### src/hw/rtl/fuss_pkg.sv
package fuss_pkg;

  localparam int unsigned SYM_W = 8;

  typedef enum logic [1:0] {
    OP_IGNORE,
    OP_FIRST,
    OP_REPEAT
  } op_kind_e;

  typedef struct packed {
    op_kind_e         kind;
    logic [SYM_W-1:0] sym;
  } fuss_op_t;

  typedef enum logic [2:0] {
    B_IDLE,
    B_POP,
    B_RDC,
    B_RDD,
    B_CHK,
    B_EMIT
  } back_state_e;

endpackage

### src/hw/rtl/fuss_ram.sv
module fuss_ram #(
  parameter int unsigned WIDTH = 8,
  parameter int unsigned DEPTH = 256
) (
  input  logic                     clk_i,
  input  logic                     we_i,
  input  logic [$clog2(DEPTH)-1:0] waddr_i,
  input  logic [WIDTH-1:0]         wdata_i,
  input  logic [$clog2(DEPTH)-1:0] raddr_i,
  output logic [WIDTH-1:0]         rdata_o
);

  logic [WIDTH-1:0] mem_q [DEPTH];
  logic [WIDTH-1:0] rdata_q;

  always_ff @(posedge clk_i) begin
    if (we_i) begin
      mem_q[waddr_i] <= wdata_i;
    end
    rdata_q <= mem_q[raddr_i];
  end

  assign rdata_o = rdata_q;

endmodule

### src/hw/rtl/fuss_front.sv
module fuss_front #(
  parameter int unsigned ALPHABET_SIZE = 256
) (
  input  logic                              clk_i,
  input  logic                              rst_ni,
  input  logic                              in_valid_i,
  output logic                              in_ready_o,
  input  logic [fuss_pkg::SYM_W-1:0]        symbol_i,
  input  logic                              full_i,
  output logic                              push_o,
  output fuss_pkg::fuss_op_t                op_o
);
  import fuss_pkg::*;

  localparam int unsigned IDX_W = $clog2(ALPHABET_SIZE);

  // one seen bit per symbol: count >= 1
  logic [ALPHABET_SIZE-1:0] seen_q, seen_d;
  logic                     in_range;
  logic [IDX_W-1:0]         idx;
  logic                     accept;

  assign in_range   = {1'b0, symbol_i} < (SYM_W + 1)'(ALPHABET_SIZE);
  assign idx        = symbol_i[IDX_W-1:0];
  assign in_ready_o = ~full_i;
  assign accept     = in_valid_i & ~full_i;
  assign push_o     = accept;

  always_comb begin
    op_o.sym = symbol_i;
    if (!in_range) begin
      op_o.kind = OP_IGNORE;
    end else if (seen_q[idx]) begin
      op_o.kind = OP_REPEAT;
    end else begin
      op_o.kind = OP_FIRST;
    end
    seen_d = seen_q;
    if (accept && op_o.kind == OP_FIRST) begin
      seen_d[idx] = 1'b1;
    end
  end

  always_ff @(posedge clk_i or negedge rst_ni) begin
    if (!rst_ni) begin
      seen_q <= '0;
    end else begin
      seen_q <= seen_d;
    end
  end

endmodule

### src/hw/rtl/fuss_queue.sv
module fuss_queue (
  input  logic               clk_i,
  input  logic               rst_ni,
  input  logic               push_i,
  input  fuss_pkg::fuss_op_t op_i,
  output logic               full_o,
  input  logic               pop_i,
  output logic               valid_o,
  output fuss_pkg::fuss_op_t op_o
);
  import fuss_pkg::*;

  fuss_op_t   entry_q [2];
  logic       wr_q, wr_d;
  logic       rd_q, rd_d;
  logic [1:0] cnt_q, cnt_d;
  logic       do_push, do_pop;

  assign full_o  = (cnt_q == 2'd2);
  assign valid_o = (cnt_q != 2'd0);
  assign op_o    = entry_q[rd_q];
  assign do_push = push_i & ~full_o;
  assign do_pop  = pop_i & valid_o;

  always_comb begin
    wr_d  = do_push ? ~wr_q : wr_q;
    rd_d  = do_pop ? ~rd_q : rd_q;
    cnt_d = cnt_q + {1'b0, do_push} - {1'b0, do_pop};
  end

  always_ff @(posedge clk_i) begin
    if (do_push) begin
      entry_q[wr_q] <= op_i;
    end
  end

  always_ff @(posedge clk_i or negedge rst_ni) begin
    if (!rst_ni) begin
      wr_q  <= 1'b0;
      rd_q  <= 1'b0;
      cnt_q <= '0;
    end else begin
      wr_q  <= wr_d;
      rd_q  <= rd_d;
      cnt_q <= cnt_d;
    end
  end

endmodule

### src/hw/rtl/fuss_back.sv
module fuss_back #(
  parameter int unsigned ALPHABET_SIZE = 256
) (
  input  logic                       clk_i,
  input  logic                       rst_ni,
  input  logic                       q_valid_i,
  input  fuss_pkg::fuss_op_t         q_op_i,
  output logic                       q_pop_o,
  output logic                       out_valid_o,
  input  logic                       out_ready_i,
  output logic                       found_o,
  output logic [fuss_pkg::SYM_W-1:0] first_unique_o
);
  import fuss_pkg::*;

  localparam int unsigned IDX_W  = $clog2(ALPHABET_SIZE);
  localparam int unsigned FILL_W = $clog2(ALPHABET_SIZE + 1);
  localparam logic [IDX_W-1:0] LAST_IDX = IDX_W'(ALPHABET_SIZE - 1);

  back_state_e       state_q, state_d;
  logic [IDX_W-1:0]  head_q, head_d, tail_q, tail_d;
  logic [FILL_W-1:0] fill_q, fill_d;
  logic [SYM_W-1:0]  head_sym_q, head_sym_d;
  logic              out_valid_q, out_valid_d;
  logic              found_q, found_d;
  logic [SYM_W-1:0]  first_q, first_d;

  logic              cand_we;
  logic [SYM_W-1:0]  cand_rdata;
  logic              dup_we, dup_wdata;
  logic              dup_rdata;

  // candidate FIFO storage
  fuss_ram #(
    .WIDTH (SYM_W),
    .DEPTH (ALPHABET_SIZE)
  ) u_cand_ram (
    .clk_i   (clk_i),
    .we_i    (cand_we),
    .waddr_i (tail_q),
    .wdata_i (q_op_i.sym),
    .raddr_i (head_q),
    .rdata_o (cand_rdata)
  );

  // repeated flag per symbol: valid once the symbol has been seen
  fuss_ram #(
    .WIDTH (1),
    .DEPTH (ALPHABET_SIZE)
  ) u_dup_ram (
    .clk_i   (clk_i),
    .we_i    (dup_we),
    .waddr_i (q_op_i.sym[IDX_W-1:0]),
    .wdata_i (dup_wdata),
    .raddr_i (cand_rdata[IDX_W-1:0]),
    .rdata_o (dup_rdata)
  );

  always_comb begin
    state_d     = state_q;
    head_d      = head_q;
    tail_d      = tail_q;
    fill_d      = fill_q;
    head_sym_d  = head_sym_q;
    out_valid_d = out_valid_q & ~out_ready_i;
    found_d     = found_q;
    first_d     = first_q;
    cand_we     = 1'b0;
    dup_we      = 1'b0;
    dup_wdata   = 1'b0;
    q_pop_o     = 1'b0;

    case (state_q)
      B_IDLE: begin
        if (q_valid_i) begin
          q_pop_o = 1'b1;
          case (q_op_i.kind)
            OP_FIRST: begin
              cand_we = 1'b1;
              dup_we  = 1'b1;
              tail_d  = (tail_q == LAST_IDX) ? '0 : tail_q + 1'b1;
              fill_d  = fill_q + 1'b1;
              if (fill_q == '0) begin
                head_sym_d = q_op_i.sym;
              end
              state_d = B_EMIT;
            end
            OP_REPEAT: begin
              dup_we    = 1'b1;
              dup_wdata = 1'b1;
              // only a repeat of the current head can expose dropped heads
              if (fill_q != '0 && head_sym_q == q_op_i.sym) begin
                state_d = B_POP;
              end else begin
                state_d = B_EMIT;
              end
            end
            default: begin
              state_d = B_EMIT;
            end
          endcase
        end
      end
      B_POP: begin
        head_d = (head_q == LAST_IDX) ? '0 : head_q + 1'b1;
        fill_d = fill_q - 1'b1;
        if (fill_q == FILL_W'(1)) begin
          state_d = B_EMIT;
        end else begin
          state_d = B_RDC;
        end
      end
      B_RDC: begin
        state_d = B_RDD;
      end
      B_RDD: begin
        head_sym_d = cand_rdata;
        state_d    = B_CHK;
      end
      B_CHK: begin
        state_d = dup_rdata ? B_POP : B_EMIT;
      end
      B_EMIT: begin
        if (!out_valid_q || out_ready_i) begin
          out_valid_d = 1'b1;
          found_d     = (fill_q != '0);
          first_d     = (fill_q != '0) ? head_sym_q : '0;
          state_d     = B_IDLE;
        end
      end
      default: begin
        state_d = B_IDLE;
      end
    endcase
  end

  always_ff @(posedge clk_i or negedge rst_ni) begin
    if (!rst_ni) begin
      state_q     <= B_IDLE;
      head_q      <= '0;
      tail_q      <= '0;
      fill_q      <= '0;
      out_valid_q <= 1'b0;
    end else begin
      state_q     <= state_d;
      head_q      <= head_d;
      tail_q      <= tail_d;
      fill_q      <= fill_d;
      out_valid_q <= out_valid_d;
    end
  end

  always_ff @(posedge clk_i) begin
    head_sym_q <= head_sym_d;
    found_q    <= found_d;
    first_q    <= first_d;
  end

  assign out_valid_o    = out_valid_q;
  assign found_o        = found_q;
  assign first_unique_o = first_q;

endmodule

### src/hw/rtl/first_unique_symbol_stream.sv
// First non-repeating symbol of a byte stream.
// Input channel: in_valid_i / in_ready_o with symbol_i, one byte per word.
// Output channel: out_valid_o / out_ready_i with found_o and first_unique_o,
// exactly one word per input word, in order. found_o is 0 and first_unique_o
// is 0 while no symbol has been seen exactly once.
// Symbols at or above ALPHABET_SIZE leave the state alone and repeat the
// current answer.
// The front side classifies each word against per-symbol seen bits and
// pushes it into a two-entry queue; in_ready_o drops only when that queue is
// full. The back side updates the candidate FIFO and repeat flags (two RAMs)
// and holds the result in an output register.
// Each word is registered in the queue, then popped by the back side, which
// updates the FIFO and emits one output word; each dropped FIFO head adds a
// pop, RAM read, data capture and repeat check (each symbol is dropped at
// most once). The back side takes the next word only after emitting the last.
// Reset clears the seen bits, FIFO pointers and all valid flags; no clearing
// pass is needed. A stalled receiver holds the output word; the back side
// then waits and the queue fills, after which in_ready_o goes low.
module first_unique_symbol_stream #(
  parameter int unsigned ALPHABET_SIZE = 256
) (
  input  logic       clk_i,
  input  logic       rst_ni,
  input  logic       in_valid_i,
  output logic       in_ready_o,
  input  logic [7:0] symbol_i,
  output logic       out_valid_o,
  input  logic       out_ready_i,
  output logic       found_o,
  output logic [7:0] first_unique_o
);
  import fuss_pkg::*;

  logic     push, q_full, q_valid, q_pop;
  fuss_op_t push_op, q_op;

  fuss_front #(
    .ALPHABET_SIZE (ALPHABET_SIZE)
  ) u_front (
    .clk_i      (clk_i),
    .rst_ni     (rst_ni),
    .in_valid_i (in_valid_i),
    .in_ready_o (in_ready_o),
    .symbol_i   (symbol_i),
    .full_i     (q_full),
    .push_o     (push),
    .op_o       (push_op)
  );

  fuss_queue u_queue (
    .clk_i   (clk_i),
    .rst_ni  (rst_ni),
    .push_i  (push),
    .op_i    (push_op),
    .full_o  (q_full),
    .pop_i   (q_pop),
    .valid_o (q_valid),
    .op_o    (q_op)
  );

  fuss_back #(
    .ALPHABET_SIZE (ALPHABET_SIZE)
  ) u_back (
    .clk_i          (clk_i),
    .rst_ni         (rst_ni),
    .q_valid_i      (q_valid),
    .q_op_i         (q_op),
    .q_pop_o        (q_pop),
    .out_valid_o    (out_valid_o),
    .out_ready_i    (out_ready_i),
    .found_o        (found_o),
    .first_unique_o (first_unique_o)
  );

  a_notfound_zero: assert property (@(posedge clk_i) disable iff (!rst_ni)
    (out_valid_o && !found_o) |-> (first_unique_o == 8'd0))
    else $error("first_unique_o nonzero while found_o is low");

  a_pop_has_data: assert property (@(posedge clk_i) disable iff (!rst_ni)
    q_pop |-> q_valid)
    else $error("back side popped an empty queue");

  a_out_of_range_ignored: assert property (@(posedge clk_i) disable iff (!rst_ni)
    (push && ({1'b0, symbol_i} >= 9'(ALPHABET_SIZE))) |-> (push_op.kind == OP_IGNORE))
    else $error("symbol outside the alphabet was not marked ignored");

endmodule
### config.mk
export PLATFORM = sky130hd
export DESIGN_NAME = first_unique_symbol_stream
export DESIGN_NICKNAME = d
export VERILOG_FILES = /design/src/hw/rtl/fuss_pkg.sv /design/src/hw/rtl/fuss_ram.sv /design/src/hw/rtl/fuss_front.sv /design/src/hw/rtl/fuss_queue.sv /design/src/hw/rtl/fuss_back.sv /design/src/hw/rtl/first_unique_symbol_stream.sv
export SDC_FILE = /design/constraint.sdc
export NUM_CORES = 2
export LEC_CHECK = 0
export ABC_AREA = 1
export BUFFER_PORTS_ARGS = -buffer_cell sky130_fd_sc_hd__buf_4
export CORE_MARGIN = 10
export CORE_UTILIZATION = 55
export DETAILED_ROUTE_END_ITERATION = 10
export MAX_ROUTING_LAYER = met4
export PLACE_DENSITY = 0.66
export SLEW_MARGIN = 20
export SYNTH_ARGS = -nofsm -noshare
export SYNTH_HDL_FRONTEND = slang
export SYNTH_SLANG_ARGS = --single-unit
### constraint.sdc
create_clock -name clk_i -period 12 [get_ports clk_i]
set_clock_uncertainty 0.15 [all_clocks]
set_input_delay 1.8 -clock clk_i [delete_from_list [all_inputs] [get_ports clk_i]]
set_output_delay 1.8 -clock clk_i [all_outputs]
set_load 0.01 [all_outputs]
==> impl_metrics.toml <==
[status]
status = "complete, no violations"

[synthesis]
synth_edf_count = 2341
synth-simple-area-share_pct = 14.9
synth-compound-area-share_pct = 10.1
ys_seq_area_share_pct = 70.6
synthMuxAreaShare_pct = 0
ys_types = 45
synth_fp_nets = 9923
synthArstFlopShare_pct = 11.0
synthAdderAreaFrac_pct = 0.148
synth_ff_type = "edfxtp_1"
netlist_instances = 9898
synth_top_family_by_area = "simple AND/OR/NAND/NOR gates"
ys_seq_elements = 2639
ys_warn_count = 0
postSynthAreaPerCell_um2 = 11.1
syn_area_um2 = 110000
synth_xor_area_share_pct = 0.191

[sta]
relSlewSlack_pct = 16.1
tightestPinTransition_ns = 1.26
hold_violations = 0
maxSlewViolCount = 0
period_minus_slack_ns = 5.84
fin_setup_tns_ns = 0
rsz0062_at_grt = "false"
timing.fmax_mhz = 171
period_share_pct = 48.7
hold_slack_ns = 0.297
setup_viol = 0

[flow_run]
cap_violations = 0

[global_route]
grt_pass1_wl_um = 450000
grt_max_degree = 213
grt.total_usage_pct = 27.4
antenna_found_initial = 7
overflow = 0
grt_pass1_vias = 71800

[worst_setup_path]
crit_top_cell = "nand2_1"
path_max_fanout = 100
path_cells = "buf_6 -> buf_4 -> inv_2 -> nand2_1 -> nand2_1 -> nand2_1 -> nand2_1 -> nand2_1 -> nand2_1 -> nor2_1 -> nor2_1 -> nor2_1 -> nand2_1 -> nand2_1 -> nand2_2 -> nor2_8 -> buf_4 -> nand3_1 -> nand2_1"
worstSetupPathType = "in2reg"
rr_endpoint = "u_back.u_cand_ram.rdata_o[2]"
r2r_setup_slack_ns = 6.77
startpoint_type = "primary input"
startpoint = "symbol_i[0]"
r2r_cells = 13
critPathArrivalTime_ns = 6.54
r2r-start = "u_back.head_q[0]"
critical-path-slowest-cell = "buf_4"
max_stage_delay_ns = 0.89
cp_data_required_time_ns = 12.70
cp-end-kind = "flop"

[power]
leakagePower_nw = 41.0
p_per_area_nw_per_um2 = 238
ir_drop_mv = 0.262

[cts]
cts_made_buffers = 289
cts_max_level = 5
cts_tree = "built"
cts_setup_buffers = 0
clk_latency_ns = 0.96
cts_sinks = 2639
holdBufCountCts = 0
cts-resized-gates = 0
clk_path_buf_depth = 4
cts.reportedPaths.clkPinSlew_ns = 0.06
clock_tree.root_cell = "clkbuf_16"

[hold_path]
hold_path_depth = 2
hp-class = "reg2reg"
hold_end = "u_front.seen_q[136]"
min_from = "u_front.seen_q[136]"

[drt]
firstDrtPassIters = 6
ant_nets = 0
num_vias = 75700
drcViolationCount = 0
routed_wl_um = 297000
wl_per_cell_um = 23.8
viasPerCell = 6.07
drt-initial-drc-count = 9933

[floorplan]
initial_utilization_pct = 55.2
die_area_um2 = 219000
io_pins = 23
fp.dieW_um = 467
rows = 164
core_um2 = 199000
die_h_um = 467

[finish]
nets = 9650
final_cell_mix = "edfxtp_1 (2,341), nor2_1 (2,224), nand2_1 (1,302), o21ai_0 (1,228), nand3_1 (563)"
area_growth_pct = 9.20
layout_commonest_cell = "edfxtp_1"
drive_above_1_share_pct = 5.59
num-fill-cells = 15900

[place]
hpwl_um = 161000
gp_congestion = 0.884
port_buffers = 22
-- power by group --
part / switching (W) / total (W) / internal, W
Combinational: 0.00702 / 0.00899 / 0.00197
Sequential: 0.000210 / 0.0115 / 0.0113
Clock: 0.00348 / 0.00816 / 0.00467
-- worst max path at each step --
stage	endpoint	cells past startpoint
after CTS	u_front.seen_q[179]	19
after detailed placement	u_front.seen_q[179]	19
after floorplan	u_back.u_dup_ram.mem_q[0]	7
after global routing	u_front.seen_q[125]	19
after global placement	u_front.seen_q[204]	19
final	u_front.seen_q[217]	19
-- cells by family after synthesis --
| kind of cell | Yosys count |
|---|---|
| DFF | 2639 |
| xor gates and xnor gates | 24 |
| buffers and inverters | 1077 |
| adders and majority gates | 13 |
| and+or+nand+nor | 4157 |
| AOI/OAI and AO/OA | 1988 |
-- critical path, delay by kind of cell --
family / cells / cell delay [ns]
buffers and inverters: 4 / 2.45
and+or+nand+nor: 15 / 2.06
-- flip-flops by register name (all words and copies together), names as in the netlist, 9 cells and up --
| name | count |
|---|---|
| u_back.fill_q | 9 |
| u_queue.entry_q | 20 |
| u_back.u_cand_ram.mem_q | 2048 |
| u_front.seen_q | 256 |
| u_back.u_dup_ram.mem_q | 256 |
-- cell usage after synthesis (2+ instances only) --
cell,instances,area share [%]
edfxtp_1,2341,64
nor2_1,2230,7.6
nand2_1,1311,4.5
o21ai_0,1229,5.6
nand3_1,573,2.6
clkbuf_1,530,1.8
inv_1,377,1.3
o22ai_1,346,2.0
dfrtp_1,289,6.6
o211ai_1,216,1.5
a21oi_1,78,0.35
buf_2,73,0.33
o21ai_1,69,0.31
buf_1,42,0.14
o221ai_1,33,0.26
xor2_1,21,0.17
buf_8,18,0.25
nor3_1,17,0.077
buf_6,14,0.14
ha_1,13,0.15
nand4_1,12,0.068
dfxtp_1,9,0.16
buf_4,8,0.055
clkinv_1,8,0.027
o21bai_1,7,0.048
inv_2,5,0.017
nor4_1,3,0.017
or2_2,3,0.017
xnor2_1,3,0.024
buf_12,2,0.036
nand2_2,2,0.011
o31ai_1,2,0.014
o32ai_1,2,0.016
-- layout make-up --
cell class | instances | area [um^2] | share of cell area (%)
Antenna cell | 8 | 20.0 | 0.0166
Clock buffer | 365 | 7720 | 6.42
Clock inverter | 119 | 754 | 0.627
Inverter | 390 | 1550 | 1.29
Multi-Input combinational cell | 6182 | 28000 | 23.3
Sequential cell | 2639 | 77700 | 64.6
Tap cell | 2656 | 3320 | 2.76
Timing Repair Buffer | 123 | 1120 | 0.935
-- metal layers --
layer / global-route usage (%) / vias to the layer above / routed length, um
met1: 37.5 / 37300 / 121000
li1: - / 34100 / -
met5: - / - / 0
met2: 41.7 / 3696 / 139000
met4: 10.2 / 0 / 11700
met3: 4.41 / 657 / 26400
-- per-stage QoR --
stage	instances	util, %	setup WS, ns	instance area (um^2)	total power (W)
4_1_cts	12500	60.2	6.27	120000	0.0286
6_report	12500	60.3	6.16	120000	0.0287
5_1_grt	12500	60.3	5.69	120000	0.0298
3_5_place_dp	12000	56.0	5.29	112000	0.0205
2_1_floorplan	9898	-	3.53	110000	0.0172
3_3_place_gp	12000	56.0	5.34	112000	0.0204
Power figures use the tool's default switching activity.
